**src/design/pfc_pkg.sv**
```systemverilog
package pfc_pkg;

	typedef enum logic [2:0] {
		FMT_UNKNOWN = 3'd0,
		FMT_Y8      = 3'd1,
		FMT_RGB8    = 3'd2,
		FMT_RGBA8   = 3'd3,
		FMT_YFIX    = 3'd4,
		FMT_RGBFIX  = 3'd5,
		FMT_RGBAFIX = 3'd6
	} fmt_t;

	typedef enum logic [0:0] {
		REG_SOURCE_FORMAT = 1'b0,
		REG_TARGET_FORMAT = 1'b1
	} reg_index_t;

	// per-transaction control, decoded once at accept and carried down the pipe
	typedef struct packed {
		logic err;        // unknown target: pass through
		logic mask8;      // 8-bit source: drop high byte
		logic bcast;      // gray source: copy chan0 to chan1/chan2
		logic to_fix;     // u8 -> fixed on the way in
		logic luma_en;    // color -> gray
		logic to_u8;      // fixed -> u8 on the way out
		logic d8;         // 8-bit target
		logic alpha_fill; // target has alpha, source lacks it
		logic keep12;     // target carries chan1/chan2
		logic keep3;      // target carries chan3
	} ctrl_t;

	localparam logic [15:0] LUMA_R = 16'd19595;
	localparam logic [15:0] LUMA_G = 16'd38470;
	localparam logic [15:0] LUMA_B = 16'd7471;

	// fixed -> u8: floor(x * 25599 / (100 * 2^F)), 255 once the quotient reaches 25600
	localparam logic [14:0] F2U_SCALE     = 15'd25599;
	localparam int unsigned F2U_SAT       = 25600;
	// t / 100 as (t * ceil(2^31 / 100)) >> 31, exact for t below 2^15
	localparam logic [24:0] DIV100_MUL    = 25'd21474837;
	localparam int unsigned DIV100_SHIFT  = 31;

	function automatic logic fmt_known(fmt_t f);
		return f inside {[FMT_Y8:FMT_RGBAFIX]};
	endfunction

	function automatic logic fmt_is8(fmt_t f);
		return f inside {FMT_Y8, FMT_RGB8, FMT_RGBA8};
	endfunction

	function automatic logic [2:0] fmt_chans(fmt_t f);
		logic [2:0] n;
		case (f)
			FMT_Y8, FMT_YFIX:      n = 3'd1;
			FMT_RGB8, FMT_RGBFIX:  n = 3'd3;
			FMT_RGBA8, FMT_RGBAFIX: n = 3'd4;
			default:               n = 3'd0;
		endcase
		return n;
	endfunction

	function automatic ctrl_t decode(logic [2:0] src_code, logic [2:0] dst_code);
		ctrl_t c;
		fmt_t s;
		fmt_t d;
		logic [2:0] sn;
		logic [2:0] dn;
		logic s8;
		logic d8;
		logic to_gray;
		c = '0;
		s = fmt_t'(src_code);
		d = fmt_t'(dst_code);
		if (!fmt_known(d)) begin
			c.err    = 1'b1;
			c.keep12 = 1'b1;
			c.keep3  = 1'b1;
		end else begin
			if (!fmt_known(s))
				s = d;
			sn      = fmt_chans(s);
			dn      = fmt_chans(d);
			s8      = fmt_is8(s);
			d8      = fmt_is8(d);
			to_gray = (dn == 3'd1) && (sn != 3'd1);
			c.mask8      = s8;
			c.bcast      = (sn == 3'd1);
			c.to_fix     = s8 && (to_gray || !d8);
			c.luma_en    = to_gray;
			c.to_u8      = d8 && (to_gray || !s8);
			c.d8         = d8;
			c.alpha_fill = (dn == 3'd4) && (sn != 3'd4);
			c.keep12     = (dn != 3'd1);
			c.keep3      = (dn == 3'd4);
		end
		return c;
	endfunction

endpackage

```
**src/design/pfc_u8_to_fix.sv**
```systemverilog
module pfc_u8_to_fix #(
	parameter int unsigned FRAC_BITS = 15
) (
	input  logic        clk,
	input  logic [7:0]  v,
	output logic [15:0] q
);
	// round(v * 2^F / 255) = (v * 2^F + 127) / 255, divide by reciprocal
	localparam int unsigned NW = FRAC_BITS + 8;
	localparam int unsigned SH = NW + 16;
	localparam int unsigned PW = SH + 16;
	localparam logic [PW-1:0] RECIP = ((PW'(1) << SH) + PW'(254)) / PW'(255);

	logic [NW-1:0] num;
	logic [PW-1:0] prod_s2;

	// low F bits of v * 2^F are zero, so the +127 is an OR
	assign num = {v, {FRAC_BITS{1'b0}}} | NW'(7'd127);

	always_ff @(posedge clk) begin
		prod_s2 <= PW'(num) * RECIP;
	end

	assign q = prod_s2[SH +: 16];

endmodule

```
**src/design/pfc_luma.sv**
```systemverilog
module pfc_luma (
	input  logic        clk,
	input  logic [15:0] r,
	input  logic [15:0] g,
	input  logic [15:0] b,
	output logic [15:0] y
);
	import pfc_pkg::*;

	logic [31:0] pr_s4;
	logic [31:0] pg_s4;
	logic [31:0] pb_s4;
	logic [33:0] sum;
	logic [15:0] y_s5;

	always_ff @(posedge clk) begin
		pr_s4 <= 32'(r) * 32'(LUMA_R);
		pg_s4 <= 32'(g) * 32'(LUMA_G);
		pb_s4 <= 32'(b) * 32'(LUMA_B);
	end

	// coefficients sum to 2^16, so the total stays below 2^32
	assign sum = 34'(pr_s4) + 34'(pg_s4) + 34'(pb_s4);

	always_ff @(posedge clk) begin
		y_s5 <= sum[31:16];
	end

	assign y = y_s5;

endmodule

```
**src/design/pfc_fix_to_u8.sv**
```systemverilog
module pfc_fix_to_u8 #(
	parameter int unsigned FRAC_BITS = 15
) (
	input  logic        clk,
	input  logic [15:0] x,
	output logic [7:0]  q
);
	import pfc_pkg::*;

	localparam int unsigned TW = 31 - FRAC_BITS;

	logic [30:0]   m_s6;
	logic [TW-1:0] t;
	logic          sat;
	logic [39:0]   prod_s7;
	logic          sat_s7;

	always_ff @(posedge clk) begin
		m_s6 <= 31'(x) * 31'(F2U_SCALE);
	end

	assign t   = m_s6[30:FRAC_BITS];
	assign sat = (t >= TW'(F2U_SAT));

	// below the saturation point t fits in 15 bits
	always_ff @(posedge clk) begin
		prod_s7 <= 40'(t[14:0]) * 40'(DIV100_MUL);
		sat_s7  <= sat;
	end

	assign q = sat_s7 ? 8'hFF : prod_s7[DIV100_SHIFT +: 8];

endmodule

```
**src/design/pixel_format_converter.sv**
```systemverilog
// Channel   Dir  Handshake          Payload
// --------  ---  -----------------  -------------------------------------------
// pixel in  in   start, busy        chan0_in..chan3_in (16 b each)
// pixel out out  done (1-cycle)     chan0_out..chan3_out (16 b), format_error
// config    in   cfg_we             cfg_index (0 source, 1 target), cfg_data
//
// One pixel per clock; busy is always low, so start may be held every cycle.
// From accept to done a pixel passes the input register, u8->fixed
// multiply, select, luma multiply, luma sum, fixed->u8 multiply, divide by
// 100 and output register. arst_n clears the format registers and valid bits.
// The receiver cannot stall; results are shown for exactly one cycle.
module pixel_format_converter #(
	parameter int unsigned FRAC_BITS = 15
) (
	input  logic        clk,
	input  logic        arst_n,
	input  logic        cfg_we,
	input  logic [0:0]  cfg_index,
	input  logic [2:0]  cfg_data,
	input  logic        start,
	output logic        busy,
	input  logic [15:0] chan0_in,
	input  logic [15:0] chan1_in,
	input  logic [15:0] chan2_in,
	input  logic [15:0] chan3_in,
	output logic        done,
	output logic [15:0] chan0_out,
	output logic [15:0] chan1_out,
	output logic [15:0] chan2_out,
	output logic [15:0] chan3_out,
	output logic        format_error
);
	import pfc_pkg::*;

	localparam logic [15:0] FIX_ONE = 16'(1) << FRAC_BITS;

	logic [2:0] source_format_q;
	logic [2:0] target_format_q;

	ctrl_t            ctrl_in;
	logic [3:0][15:0] chan_in;
	logic             accept;

	logic valid_s1, valid_s2, valid_s3, valid_s4, valid_s5, valid_s6, valid_s7;
	ctrl_t ctrl_s1, ctrl_s2, ctrl_s3, ctrl_s4, ctrl_s5, ctrl_s6, ctrl_s7;
	logic [3:0][15:0] chan_s1, chan_s2, chan_s3, chan_s4, chan_s5, chan_s6, chan_s7;

	logic [3:0][15:0] u2f_q;
	logic [15:0]      luma_y;
	logic [3:0][15:0] sel_s5;
	logic [3:0][7:0]  f2u_q;
	logic [3:0][15:0] res;

	assign busy   = 1'b0;
	assign accept = start && !busy;

	always_ff @(posedge clk or negedge arst_n) begin
		if (!arst_n) begin
			source_format_q <= 3'd0;
			target_format_q <= 3'd0;
		end else if (cfg_we) begin
			case (reg_index_t'(cfg_index))
				REG_SOURCE_FORMAT: source_format_q <= cfg_data;
				REG_TARGET_FORMAT: target_format_q <= cfg_data;
				default: ;
			endcase
		end
	end

	always_comb begin
		ctrl_in = decode(source_format_q, target_format_q);
		chan_in = {chan3_in, chan2_in, chan1_in, chan0_in};
		if (ctrl_in.mask8) begin
			for (int i = 0; i < 4; i++)
				chan_in[i] = {8'd0, chan_in[i][7:0]};
		end
		if (ctrl_in.bcast) begin
			chan_in[1] = chan_in[0];
			chan_in[2] = chan_in[0];
		end
	end

	always_ff @(posedge clk or negedge arst_n) begin
		if (!arst_n) begin
			valid_s1 <= 1'b0;
			valid_s2 <= 1'b0;
			valid_s3 <= 1'b0;
			valid_s4 <= 1'b0;
			valid_s5 <= 1'b0;
			valid_s6 <= 1'b0;
			valid_s7 <= 1'b0;
			done     <= 1'b0;
		end else begin
			valid_s1 <= accept;
			valid_s2 <= valid_s1;
			valid_s3 <= valid_s2;
			valid_s4 <= valid_s3;
			valid_s5 <= valid_s4;
			valid_s6 <= valid_s5;
			valid_s7 <= valid_s6;
			done     <= valid_s7;
		end
	end

	for (genvar i = 0; i < 4; i++) begin : g_u2f
		pfc_u8_to_fix #(.FRAC_BITS(FRAC_BITS)) u_u2f (
			.clk (clk),
			.v   (chan_s1[i][7:0]),
			.q   (u2f_q[i])
		);
	end

	pfc_luma u_luma (
		.clk (clk),
		.r   (chan_s3[0]),
		.g   (chan_s3[1]),
		.b   (chan_s3[2]),
		.y   (luma_y)
	);

	always_comb begin
		sel_s5 = chan_s5;
		if (ctrl_s5.luma_en)
			sel_s5[0] = luma_y;
	end

	for (genvar i = 0; i < 4; i++) begin : g_f2u
		pfc_fix_to_u8 #(.FRAC_BITS(FRAC_BITS)) u_f2u (
			.clk (clk),
			.x   (sel_s5[i]),
			.q   (f2u_q[i])
		);
	end

	always_ff @(posedge clk) begin
		ctrl_s1 <= ctrl_in;
		chan_s1 <= chan_in;
		ctrl_s2 <= ctrl_s1;
		chan_s2 <= chan_s1;
		ctrl_s3 <= ctrl_s2;
		for (int i = 0; i < 4; i++)
			chan_s3[i] <= ctrl_s2.to_fix ? u2f_q[i] : chan_s2[i];
		ctrl_s4 <= ctrl_s3;
		chan_s4 <= chan_s3;
		ctrl_s5 <= ctrl_s4;
		chan_s5 <= chan_s4;
		ctrl_s6 <= ctrl_s5;
		chan_s6 <= sel_s5;
		ctrl_s7 <= ctrl_s6;
		chan_s7 <= chan_s6;
	end

	always_comb begin
		for (int i = 0; i < 4; i++)
			res[i] = ctrl_s7.to_u8 ? {8'd0, f2u_q[i]} : chan_s7[i];
		if (ctrl_s7.alpha_fill)
			res[3] = ctrl_s7.d8 ? 16'd255 : FIX_ONE;
		if (!ctrl_s7.keep12) begin
			res[1] = 16'd0;
			res[2] = 16'd0;
		end
		if (!ctrl_s7.keep3)
			res[3] = 16'd0;
	end

	always_ff @(posedge clk or negedge arst_n) begin
		if (!arst_n)
			format_error <= 1'b0;
		else
			format_error <= valid_s7 && ctrl_s7.err;
	end

	always_ff @(posedge clk) begin
		chan0_out <= res[0];
		chan1_out <= res[1];
		chan2_out <= res[2];
		chan3_out <= res[3];
	end

endmodule

```
**config.mk**
```make
export PLATFORM = sky130hd
export DESIGN_NAME = pixel_format_converter
export DESIGN_NICKNAME = d
export VERILOG_FILES = /design/src/design/pfc_pkg.sv /design/src/design/pfc_u8_to_fix.sv /design/src/design/pfc_luma.sv /design/src/design/pfc_fix_to_u8.sv /design/src/design/pixel_format_converter.sv
export SDC_FILE = /design/constraint.sdc
export NUM_CORES = 2
export LEC_CHECK = 0
export BUFFER_PORTS_ARGS = -buffer_cell sky130_fd_sc_hd__buf_2
export CAP_MARGIN = 20
export CORE_ASPECT_RATIO = 0.6
export CORE_MARGIN = 5
export CORE_UTILIZATION = 65
export CTS_BUF_LIST = sky130_fd_sc_hd__clkbuf_4 sky130_fd_sc_hd__clkbuf_8
export DETAILED_ROUTE_END_ITERATION = 12
export PLACE_DENSITY = 0.82
export SLEW_MARGIN = 20
export SYNTH_ARGS = -nofsm -noshare
export SYNTH_HDL_FRONTEND = slang
export SYNTH_SLANG_ARGS = --single-unit
export TNS_END_PERCENT = 10
```
**constraint.sdc**
```tcl
create_clock -name clk -period 14.96 [get_ports clk]
set_clock_uncertainty 0.1 [all_clocks]
set_input_delay 2.992 -clock clk [delete_from_list [all_inputs] [get_ports clk]]
set_output_delay 2.992 -clock clk [all_outputs]
set_load 0.01 [all_outputs]
```
==> impl_summary.txt <==
----------------------------------------------------
[Drt]
  Drt first pass iters ... 5
  Average wire length per cell after detail routing ... 19.8 um
  Drt initial violations ... 3320
  Average via count per standard cell ... 5.51
  ANT nets after route ... 0
  Post-detailed-route DRC marker count ... 0
  Detailed Route WL ... 179 mm
  Count of vias placed by the detailed router ... 50000

[Cells and area]
  Fill count ... 8591
  Most common cell after layout, fill and taps aside ... inv_1
  Post-layout net count ... 10100
  Post-synthesis to final-layout area growth ... 7.06%
  Proportion of layout cells with a drive suffix above 1 ... 6.84%
  Commonest cells after routing, fill and taps aside ... inv_1 (1686), ha_1 (1647), fa_1 (1050), dfxtp_1 (826), a21oi_1 (248)

[Floorplan]
  Initial core utilization ... 65.1%
  FP Rows ... 98
  Ports placed on the boundary ... 139
  Height of the die ... 277 um
  Total die area ... 126000 sq um
  Floorplan die width ... 455 um
  Core footprint ... 119000 sq um

[Worst hold path]
  End point of the most critical hold path ... ctrl_s5[1]
  Hold depth ... 0
  Start point of the worst hold path ... ctrl_s4[1]
  Path type of the worst min-delay path ... register to register

[Clock tree]
  Number of hold buffers added after cts ... 0
  Number of buffers added for setup after CTS ... 0
  Clock tree root driver cell ... clkbuf_8
  CTS resizes ... 0
  CTS clk-pin slew, worst paths ... 0.07 ns
  Total CTS buffers ... 121
  Worst skew pair latency ... 0.86 ns
  Depth of the CTS H-tree ... 3
  CTS tree ... built
  Max Root-Sink Buffers ... 3
  CTS sink count ... 844

[Status]
  Result of the run ... finished, final reports clean

[Setup path]
  Startpoint type of the worst setup path ... register
  Setup slack of the most critical reg-to-reg path ... 7.59 ns
  Peak fanout along the critical path ... 16
  Required time reported for the critical path endpoint ... 15.61 ns
  Worst r2r src ... ctrl_s5[5]
  Endpoint arrival time on the critical path ... 8.02 ns
  FF-to-FF End ... g_f2u[0].u_f2u.m_s6[21]
  Start-to-end type of the worst setup path ... register to register
  Number of cells traversed by the worst register-to-register path ... 19
  Category of the worst setup path capture point ... register

[Yosys]
  Number of warnings issued by yosys ... 0
  Most used flip-flop cell after synthesis ... dfxtp_1
  Mapped Cells ... 7126
  Portion of the post-synthesis area used by sequential elements ... 22.0%
  Synthesized Nets ... 9895
  Flip-flop and latch count after synthesis ... 844
  Unique cell type count in the Yosys netlist ... 88
  EDFF count, synth ... 0
  Proportion of synthesized flip-flops having asynchronous set or reset ... 1.78%
  Syn_area_per_cell ... 10.8 sq um
  Cell Area, Synth ... 77200 sq um

[STA]
  RSZ-0062 raised after global routing ... false
  Final-report setup violation count ... 0
  Sum Neg Setup Slack ... 0 ns
  Timing-limited maximum frequency ... 136 MHz
  Min Tclk post-route ... 7.37 ns
  Hold Vio Cnt, Final ... 0
  Relative slew slack ... 28.1%
  Worst Max-Slew Pin Slew ... 1.07 ns
  Number of max-slew violations in the final report ... 0
  Final worst path period share ... 49.3%

[Global route]
  Maximum number of pins on one net before global-route repair ... 65
  Wire length of the first global-routing pass ... 288 mm
  Vias in the first global route ... 53200
  GRT Overall Usage ... 29.2%
  Overflow after GRT ... 0
  Antenna violations before repair ... 8

[Job]
  Number of max-cap violations ... 0

[Placed design]
  # port buffers ... 137
  Post-DP HPWL ... 153 mm
  Final weighted congestion of routability-driven global placement ... 1.01

----------------------------------------------------
[per-stage QoR]
stage	worst slack [ns]	util [%]	hold WS (ns)	instance area, sq um	cells
3_5_place_dp	7.59	67.3	0.212	79800	8829
4_1_cts	7.58	69.7	0.188	82700	9057
3_3_place_gp	7.73	67.3	0.210	79800	8829
5_1_grt	7.17	69.7	0.196	82700	9059
2_1_floorplan	8.06	-	0.210	77200	7126
6_report	7.59	69.7	0.191	82700	9059
[final cells by class]
class | instances | area (sq um) | area share, %
diodes | 2 | 5.00 | 0.00605
clock buffers | 171 | 2220 | 2.68
clock inverters | 57 | 648 | 0.784
inverters | 1686 | 6330 | 7.65
multi-input cells | 4554 | 53800 | 65.0
flip-flops and latches | 844 | 17000 | 20.5
well taps | 1600 | 2000 | 2.42
repair buffers | 145 | 746 | 0.902
[synthesized netlist by cell type (all sizes together) (10+ instances only)]
| cell type | count | area share [%] |
|---|---|---|
| nand4 | 45 | 0.36 |
| ha | 1647 | 27 |
| a21o | 137 | 1.3 |
| o21bai | 27 | 0.26 |
| o221a | 17 | 0.25 |
| a31o | 10 | 0.11 |
| nand3 | 66 | 0.43 |
| a21oi | 248 | 1.6 |
| nor2 | 135 | 0.66 |
| or3 | 14 | 0.11 |
| o211ai | 21 | 0.20 |
| xor2 | 76 | 0.86 |
| nor3 | 50 | 0.32 |
| and3 | 34 | 0.28 |
| clkbuf | 33 | 0.17 |
| and2 | 37 | 0.30 |
| inv | 1686 | 8.2 |
| xnor2 | 197 | 2.2 |
| a211oi | 18 | 0.17 |
| a31oi | 21 | 0.18 |
| o21ai | 130 | 0.84 |
| mux2i | 14 | 0.18 |
| fa | 1050 | 27 |
| o21a | 32 | 0.31 |
| nand2b | 27 | 0.22 |
| nand2 | 194 | 0.94 |
| and4 | 15 | 0.17 |
| or2 | 16 | 0.13 |
| dfrtp | 15 | 0.49 |
| nor2b | 52 | 0.42 |
| dfxtp | 829 | 21 |
| mux2 | 72 | 1.0 |
[critical path, stage by stage, from the launching register on]
cell	delay, ns
dfxtp_1	0.90
mux2i_1	0.59
inv_1	0.23
fa_1	0.71
inv_1	0.10
fa_1	0.58
fa_1	0.44
fa_1	0.49
inv_1	0.05
fa_1	0.50
fa_1	0.41
ha_1	0.30
a21o_1	0.18
a21o_1	0.17
a221o_1	0.40
a21oi_1	0.26
nor2b_1	0.12
or3_1	0.41
a31oi_1	0.23
xnor2_1	0.13
[routing by layer]
metal / GRT usage (%) / up-vias / wire (um)
li1: - / 23400 / -
met4: 4.94 / 0 / 2700
met1: 44.3 / 24400 / 84900
met2: 38.9 / 1893 / 68800
met5: 0 / - / 0
met3: 12.7 / 205 / 22700
[worst max path at each step]
stage                           from                 endpoint  slack, ns  cells after the start
after floorplan           ctrl_s5[5]  g_f2u[0].u_f2u.m_s6[21]       8.06                     21
after global placement    ctrl_s5[5]  g_f2u[0].u_f2u.m_s6[21]       7.73                     19
after detailed placement  ctrl_s5[5]  g_f2u[0].u_f2u.m_s6[21]       7.59                     19
after CTS                 ctrl_s5[5]  g_f2u[0].u_f2u.m_s6[21]       7.58                     19
after global routing      ctrl_s5[5]  g_f2u[0].u_f2u.m_s6[30]       7.17                     22
final                     ctrl_s5[5]  g_f2u[0].u_f2u.m_s6[21]       7.59                     19
[flip-flops by register name, indices dropped and copies added (netlist names), 60 cells and up]
| signal | cells |
|---|---|
| chan_s5 | 64 |
| chan_s4 | 64 |
| chan_s2 | 64 |
| g_f2u.u_f2u.m_s6 | 68 |
| chan_s6 | 60 |
| chan_s3 | 64 |
| g_u2f.u_u2f.prod_s2 | 64 |
| chan_s1 | 64 |
| chan_s7 | 64 |
[logic make-up after synthesis]
family / Yosys count / share of synthesized area, %
AOI/OAI and AO/OA: 788 / 6.77
xor gates and xnor gates: 273 / 3.10
adders and majority gates: 2697 / 53.9
buffers and inverters: 1728 / 8.42
DFF: 844 / 22.0
muxes: 86 / 1.23
other: 1 / 0.00486
and+or+nand+nor: 709 / 4.60
Power is not shown: default switching activity piles up to over one toggle a cycle in this logic, so the estimate is an artifact.
